$ cat src/rtl/core/mhpq_pkg.sv
// ----------------------------------------------------------------------------
// mhpq_pkg
// Shared types and constants for the min-heap priority queue: entry layout,
// result status codes, and the command/status bundles between the
// controller and the datapath.
// ----------------------------------------------------------------------------
package mhpq_pkg;

    localparam int KEY_W      = 32;
    localparam int PLD_W      = 9;
    localparam int ENT_W      = KEY_W + PLD_W;
    localparam int OCC_W      = 9;
    localparam int S_TDATA_W  = 48;
    localparam int M_TDATA_W  = 56;

    // operation kind carried on s_tuser
    localparam logic KIND_INSERT = 1'b0;
    localparam logic KIND_REMOVE = 1'b1;

    typedef enum logic [1:0] {
        ST_DONE  = 2'd0,
        ST_FULL  = 2'd1,
        ST_EMPTY = 2'd2
    } status_t;

    // one heap slot: key in the upper bits, payload handle below
    typedef struct packed {
        logic [KEY_W-1:0] key;
        logic [PLD_W-1:0] payload;
    } entry_t;

    // controller -> datapath, one strobe per micro-operation
    typedef struct packed {
        logic load;       // latch the accepted beat
        logic set_full;   // result: insert dropped
        logic set_empty;  // result: remove on empty heap
        logic up_issue;   // read parent of current slot
        logic up_move;    // parent moves down into hole, climb one level
        logic dn_root;    // read root and last entry
        logic dn_load;    // take minimum, last entry becomes the mover
        logic dn_move;    // chosen child moves up into hole, descend
        logic wr_cur;     // park the mover in the hole
        logic respond;    // load the output register, commit occupancy
    } cmd_t;

    // datapath -> controller
    typedef struct packed {
        logic kind;
        logic full;
        logic empty;
        logic idx_zero;
        logic up_less;
        logic pidx_zero;
        logic root_more;
        logic dn_swap;
        logic child_more;
        logic out_free;
    } sts_t;

endpackage

$ cat src/rtl/core/mhpq_ctrl.sv
// ----------------------------------------------------------------------------
// mhpq_ctrl
// Heap controller: sequences dispatch, sift-up, sift-down and the result
// hand-off, one micro-operation per cycle; the hand-off waits while the output register is full.
// ----------------------------------------------------------------------------
module mhpq_ctrl
    import mhpq_pkg::*;
(
    input  logic aclk,
    input  logic aresetn,
    input  logic s_tvalid,
    output logic s_tready,
    input  sts_t sts,
    output cmd_t cmd
);

    typedef enum logic [6:0] {
        S_IDLE     = 7'b0000001,
        S_DISPATCH = 7'b0000010,
        S_UP_CMP   = 7'b0000100,
        S_DN_LOAD  = 7'b0001000,
        S_DN_CMP   = 7'b0010000,
        S_FINAL_WR = 7'b0100000,
        S_RESP     = 7'b1000000
    } state_t;

    state_t state_reg, state_next;
    logic   accept;

    assign s_tready = (state_reg == S_IDLE);
    assign accept   = s_tvalid && s_tready;

    // next state and command strobes
    always_comb begin
        state_next = state_reg;
        cmd        = '0;
        unique case (state_reg)
            S_IDLE: begin
                if (accept) begin
                    cmd.load   = 1'b1;
                    state_next = S_DISPATCH;
                end
            end
            S_DISPATCH: begin
                if (sts.kind == KIND_INSERT) begin
                    if (sts.full) begin
                        cmd.set_full = 1'b1;
                        state_next   = S_RESP;
                    end else if (sts.idx_zero) begin
                        state_next = S_FINAL_WR;
                    end else begin
                        cmd.up_issue = 1'b1;
                        state_next   = S_UP_CMP;
                    end
                end else begin
                    if (sts.empty) begin
                        cmd.set_empty = 1'b1;
                        state_next    = S_RESP;
                    end else begin
                        cmd.dn_root = 1'b1;
                        state_next  = S_DN_LOAD;
                    end
                end
            end
            // mover climbs while strictly smaller than its parent
            S_UP_CMP: begin
                if (sts.up_less) begin
                    cmd.up_move = 1'b1;
                    if (sts.pidx_zero) begin
                        state_next = S_FINAL_WR;
                    end
                end else begin
                    cmd.wr_cur = 1'b1;
                    state_next = S_RESP;
                end
            end
            S_DN_LOAD: begin
                cmd.dn_load = 1'b1;
                state_next  = sts.root_more ? S_DN_CMP : S_FINAL_WR;
            end
            // mover sinks while strictly greater than the chosen child
            S_DN_CMP: begin
                if (sts.dn_swap) begin
                    cmd.dn_move = 1'b1;
                    if (!sts.child_more) begin
                        state_next = S_FINAL_WR;
                    end
                end else begin
                    cmd.wr_cur = 1'b1;
                    state_next = S_RESP;
                end
            end
            S_FINAL_WR: begin
                cmd.wr_cur = 1'b1;
                state_next = S_RESP;
            end
            S_RESP: begin
                if (sts.out_free) begin
                    cmd.respond = 1'b1;
                    state_next  = S_IDLE;
                end
            end
            default: begin
                state_next = S_IDLE;
            end
        endcase
    end

    always_ff @(posedge aclk) begin
        if (!aresetn) begin
            state_reg <= S_IDLE;
        end else begin
            state_reg <= state_next;
        end
    end

    // an accepted beat always goes to dispatch next
    a_accept_dispatch: assert property (@(posedge aclk) disable iff (!aresetn)
        accept |=> (state_reg == S_DISPATCH))
        else $error("accepted beat not dispatched");

    // no heap write while the input side is open
    a_idle_no_write: assert property (@(posedge aclk) disable iff (!aresetn)
        s_tready |-> !(cmd.up_move || cmd.dn_move || cmd.wr_cur))
        else $error("heap write while idle");

    // a result handed to a free output register returns to idle
    a_resp_idle: assert property (@(posedge aclk) disable iff (!aresetn)
        (state_reg == S_RESP && sts.out_free) |=> (state_reg == S_IDLE))
        else $error("result hand-off did not return to idle");

endmodule
$ cat config.mk
export PLATFORM = sky130hd
export DESIGN_NAME = mhpq_ctrl
export DESIGN_NICKNAME = d
export VERILOG_FILES = /design/src/rtl/core/mhpq_pkg.sv /design/src/rtl/core/mhpq_ctrl.sv
export SDC_FILE = /design/constraint.sdc
export NUM_CORES = 1
export LEC_CHECK = 0
export BUFFER_PORTS_ARGS = -buffer_cell sky130_fd_sc_hd__buf_4
export CORE_AREA = 2 2 39 41
export DETAILED_ROUTE_END_ITERATION = 8
export DIE_AREA = 0 0 41 43
export PLACE_DENSITY = 0.78
export SYNTH_ARGS = -nofsm -noshare
export SYNTH_HDL_FRONTEND = slang
export SYNTH_SLANG_ARGS = --single-unit
$ cat constraint.sdc
create_clock -name aclk -period 2.7 [get_ports aclk]
set_clock_uncertainty 0.1 [all_clocks]
set_input_delay 0.27 -clock aclk [delete_from_list [all_inputs] [get_ports aclk]]
set_output_delay 0.27 -clock aclk [all_outputs]
set_load 0.01 [all_outputs]
-- Word level (Yosys, flattened, before mapping)
Cells that the tools add are included.
- equal/unequal tests: 11
- muxes and demuxes: 35
- reduce and logical (&&, ||, !) cells: 2
- operators by type and width (cell ; number):
    $mux W7 ; 9
    $pmux W7 S7 ; 1
    $mux W1 ; 21
    $mux W6 ; 2
    $eq A7 B1 Y1 const B ; 1
    $eq A7 B2 Y1 const B ; 1
    $eq A7 B3 Y1 const B ; 1
    $eq A7 B4 Y1 const B ; 1
    $eq A7 B5 Y1 const B ; 1
    $eq A7 B6 Y1 const B ; 1
    $eq A7 B7 Y1 const B ; 1
    $ne A3 B3 Y1 const B ; 2
    $reduce_and A4 Y1 ; 1
    $mux W3 ; 1
    $pmux W1 S3 ; 1
    $ne A2 B1 Y1 const B ; 1
    $ne A2 B2 Y1 const B ; 1
    $logic_and A1 B1 Y1 ; 1
- register bits after elaboration: 7
- input bits: 13

-- Longest topological paths before layout
- word-level depth: 4
- gate-level depth with buffers: 6
- depth with buffers taken out: 4

-- Least setup slack after synthesis
No wires, ideal clock.
- kind: flip-flop to output port
- start: register state_reg[4]
- end: output port cmd[9] in the netlist's numbering
- arrival: 1840 ps
- required time: 2330 ps
- path slack: 490 ps
- stages on the path, launching flop included: 6
- path through: dfxtp_1 > buf_6 > or4_1 > buf_2 > nor4b_1 > and2_1
- RTL lines (what ; RTL line ; text):
    start, declared ; mhpq_ctrl.sv:27 ; state_t state_reg, state_next;
    start signal, assigned ; mhpq_ctrl.sv:113 ; state_reg <= state_next;
    end, declared ; mhpq_ctrl.sv:14 ; output cmd_t cmd

==> results.sh <==
export IMPL_cpPeakStageDelay_ns=0.67
export IMPL_yosys_warnings=0
export IMPL_io_pins=24
export IMPL_status="finished, final reports clean"
export IMPL_synth_area_top_cells="dfxtp_1 (24%), nor4b_1 (7.6%), or3b_2 (6.0%), nand2b_1 (5.4%), nor2_1 (5.2%)"
export IMPL_io_buffers=23
export IMPL_synth_area_per_cell_sq_um=7.33
export IMPL_grt_overflow=0
export IMPL_fp_coreArea_sq_um=1380
export IMPL_fin_tns_setup_ns=0
export IMPL_synth_yosys_seq_area_share_pct=24.2
export IMPL_critical_path_arrival_ns=2.08
export IMPL_drt_iter0_markers=19
export IMPL_cts_tree="built"
export IMPL_path_clk_slew_ns=0.06
export IMPL_final_layout_size_suffix_gt1_share_pct=32.0
export IMPL_min_period_ns=2.45
export IMPL_crit_path_end_kind="output port"
export IMPL_synth_cell_type_count=31
export IMPL_wl_um=1400
export IMPL_p_leak_uw=0.000361
export IMPL_cts_made_buffers=3
export IMPL_maxSlewHeadroom_pct=61.5
export IMPL_synth_ff_type="dfxtp_1"
export IMPL_setup_violations=0
export IMPL_yosysTopAreaCell="dfxtp_1"
export IMPL_fmax_ghz=0.409
export IMPL_fin_crit_sh_pct=90.6
export IMPL_htreeDepth=1
export IMPL_stdcell_count=116
export IMPL_synth_edff_count=0
export IMPL_crit_path_top_delay_cell="or4_1"
export IMPL_total_power_uw=320
export IMPL_grt_pass1_wl_um=2150
export IMPL_synth_seq_cells=7
export IMPL_first_global_vias=510
export IMPL_antenna_left=0
export IMPL_hold_viol=0
export IMPL_vias_per_cell=5.64
export IMPL_die_h_um=43
export IMPL_hp_class="in -> reg"
export IMPL_grt_antenna_before_repair=0
export IMPL_r2r_slack_ns=0.46
export IMPL_whs_ns=0.0972
export IMPL_cp_start_kind="flip-flop"
export IMPL_wl_per_cell_um=12.1
export IMPL_cp_required_ns=2.33
export IMPL_area_delta_synth_final_pct=32.6
export IMPL_vias=654
export IMPL_mappedNetlistArea_sq_um=579
export IMPL_clockBufferDepth=2
export IMPL_fp_row_count=14
export IMPL_slew_violations=0
export IMPL_path_class="reg -> out"
export IMPL_async_reset_ff_share_pct=0
export IMPL_antenna_cells=0
export IMPL_start_util_pct=41.9
export IMPL_cts_hold_buf=0
export IMPL_drcViolationCount=0
export IMPL_synth_top_cell_area_share_pct=24.2
export IMPL_largest_register_ffs=7
export IMPL_dp_cells=112
export IMPL_syn_inst=79
export IMPL_place_gp_congestion=0.855
export IMPL_dp_hpwl_um=1040
export IMPL_critPathBufInv=2
export IMPL_clock_sinks=7
export IMPL_path_cells="or4_1 > nor3_1 > nand3b_1 > inv_1 > buf_4"
export IMPL_clock_latency_ns=0.25
export IMPL_tightest_slew_ns=0.569
export IMPL_die_area_sq_um=1760
export IMPL_cts_root_buf="clkbuf_4"
export IMPL_cp_top_family="simple AND/OR/NAND/NOR gates"
export IMPL_top_usage_layer="met2"
export IMPL_cts_resized=0
export IMPL_rsz0062_at_grt="false"
export IMPL_first_pass_iters=4
export IMPL_post_cts_buffers=0
export IMPL_drv_cap=0
export IMPL_grtUsageMet2_pct=25.9
export IMPL_fillers=137
export IMPL_syn_num_nets=92
export IMPL_cp_max_fo=8
export IMPL_die_w_um=41
export IMPL_peakVddDrop_v=0.000249
export IMPL_met1_usage_pct=23.4
export IMPL_grt_usage_pct=17.7
export IMPL_globalRouteMet3Util_pct=4.71
export IMPL_grt_max_degree=11
export IMPL_nets=114
export IMPL_power_density_nw_per_um2=416
==> layout by cell type, fill, tap and decap left out <==
master | synthesis | routed
and3_1 | 2 | 2
dfxtp_1 | 7 | 7
a211oi_1 | 1 | 1
nand3_1 | 1 | 1
and2_1 | 3 | 3
a311o_1 | 1 | 1
clkinv_2 | 0 | 1
o31a_1 | 1 | 1
or4_4 | 1 | 1
clkbuf_4 | 0 | 3
nor3_1 | 3 | 3
xor2_1 | 1 | 1
nand4_1 | 2 | 2
nor2_1 | 8 | 8
or3b_2 | 4 | 4
nor4_1 | 2 | 2
inv_1 | 5 | 5
a21oi_1 | 4 | 4
buf_4 | 0 | 23
a22oi_1 | 1 | 1
a221oi_1 | 1 | 1
nor4b_1 | 5 | 5
a211o_1 | 2 | 2
o21ai_0 | 2 | 2
or3_1 | 1 | 1
or4_1 | 1 | 1
nand3b_1 | 2 | 2
a31oi_1 | 1 | 1
nand2b_1 | 5 | 5
nand4b_1 | 1 | 1
nand2_1 | 5 | 5
==> area by class of cell <==
type                    instances  area, sq um  area share [%]
clock inverters                 1         5.00           0.651
repair buffers                 23          173            22.5
well taps                      16         20.0            2.61
clock buffers                   3         22.5            2.93
inverters                       5         18.8            2.44
multi-input cells              61          389            50.7
flip-flops and latches          7          140            18.2
==> routing by layer <==
| layer | wire (um) | up-vias |
|---|---|---|
| li1 | - | 336 |
| met1 | 653 | 296 |
| met2 | 651 | 20 |
| met3 | 89 | 2 |
| met4 | 6 | 0 |
| met5 | 0 | - |
==> power breakdown <==
part	internal (uW)	switching (uW)
clock network	54.2	40.4
registers	111	16.0
logic	52.6	45.7
==> cells in the mapped netlist, types with 3 or more instances <==
cell type and instances:
nor2_1 8, dfxtp_1 7, inv_1 5, nand2_1 5, nand2b_1 5, nor4b_1 5
a21oi_1 4, clkbuf_1 4, or3b_2 4, and2_1 3, nor3_1 3
==> final timing paths <==
kind,startpoint,to,cells past startpoint
setup / recovery,state_reg[2],cmd[6],5
setup reg to reg,state_reg[2],state_reg[0],4
hold reg to reg,state_reg[6],state_reg[0],1
hold / removal,sts[7],state_reg[3],2
==> cell families (layout without fill, tap and decap cells) <==
group | after synthesis | count (layout) | share of synthesized area (%)
buf+inv | 11 | 32 | 8.64
simple gates | 46 | 46 | 49.0
flops | 7 | 7 | 24.2
compound gates | 14 | 14 | 16.6
xor+xnor | 1 | 1 | 1.51
==> metrics by stage <==
stage	worst slack, ns	area [sq um]	util, %
3_3_place_gp	0.520	741	53.5
5_1_grt	0.0664	768	55.5
3_5_place_dp	0.509	741	53.5
6_report	0.253	768	55.5
4_1_cts	0.263	768	55.5
2_1_floorplan	0.490	579	-
Note: power is estimated with default switching activity, not from simulation.
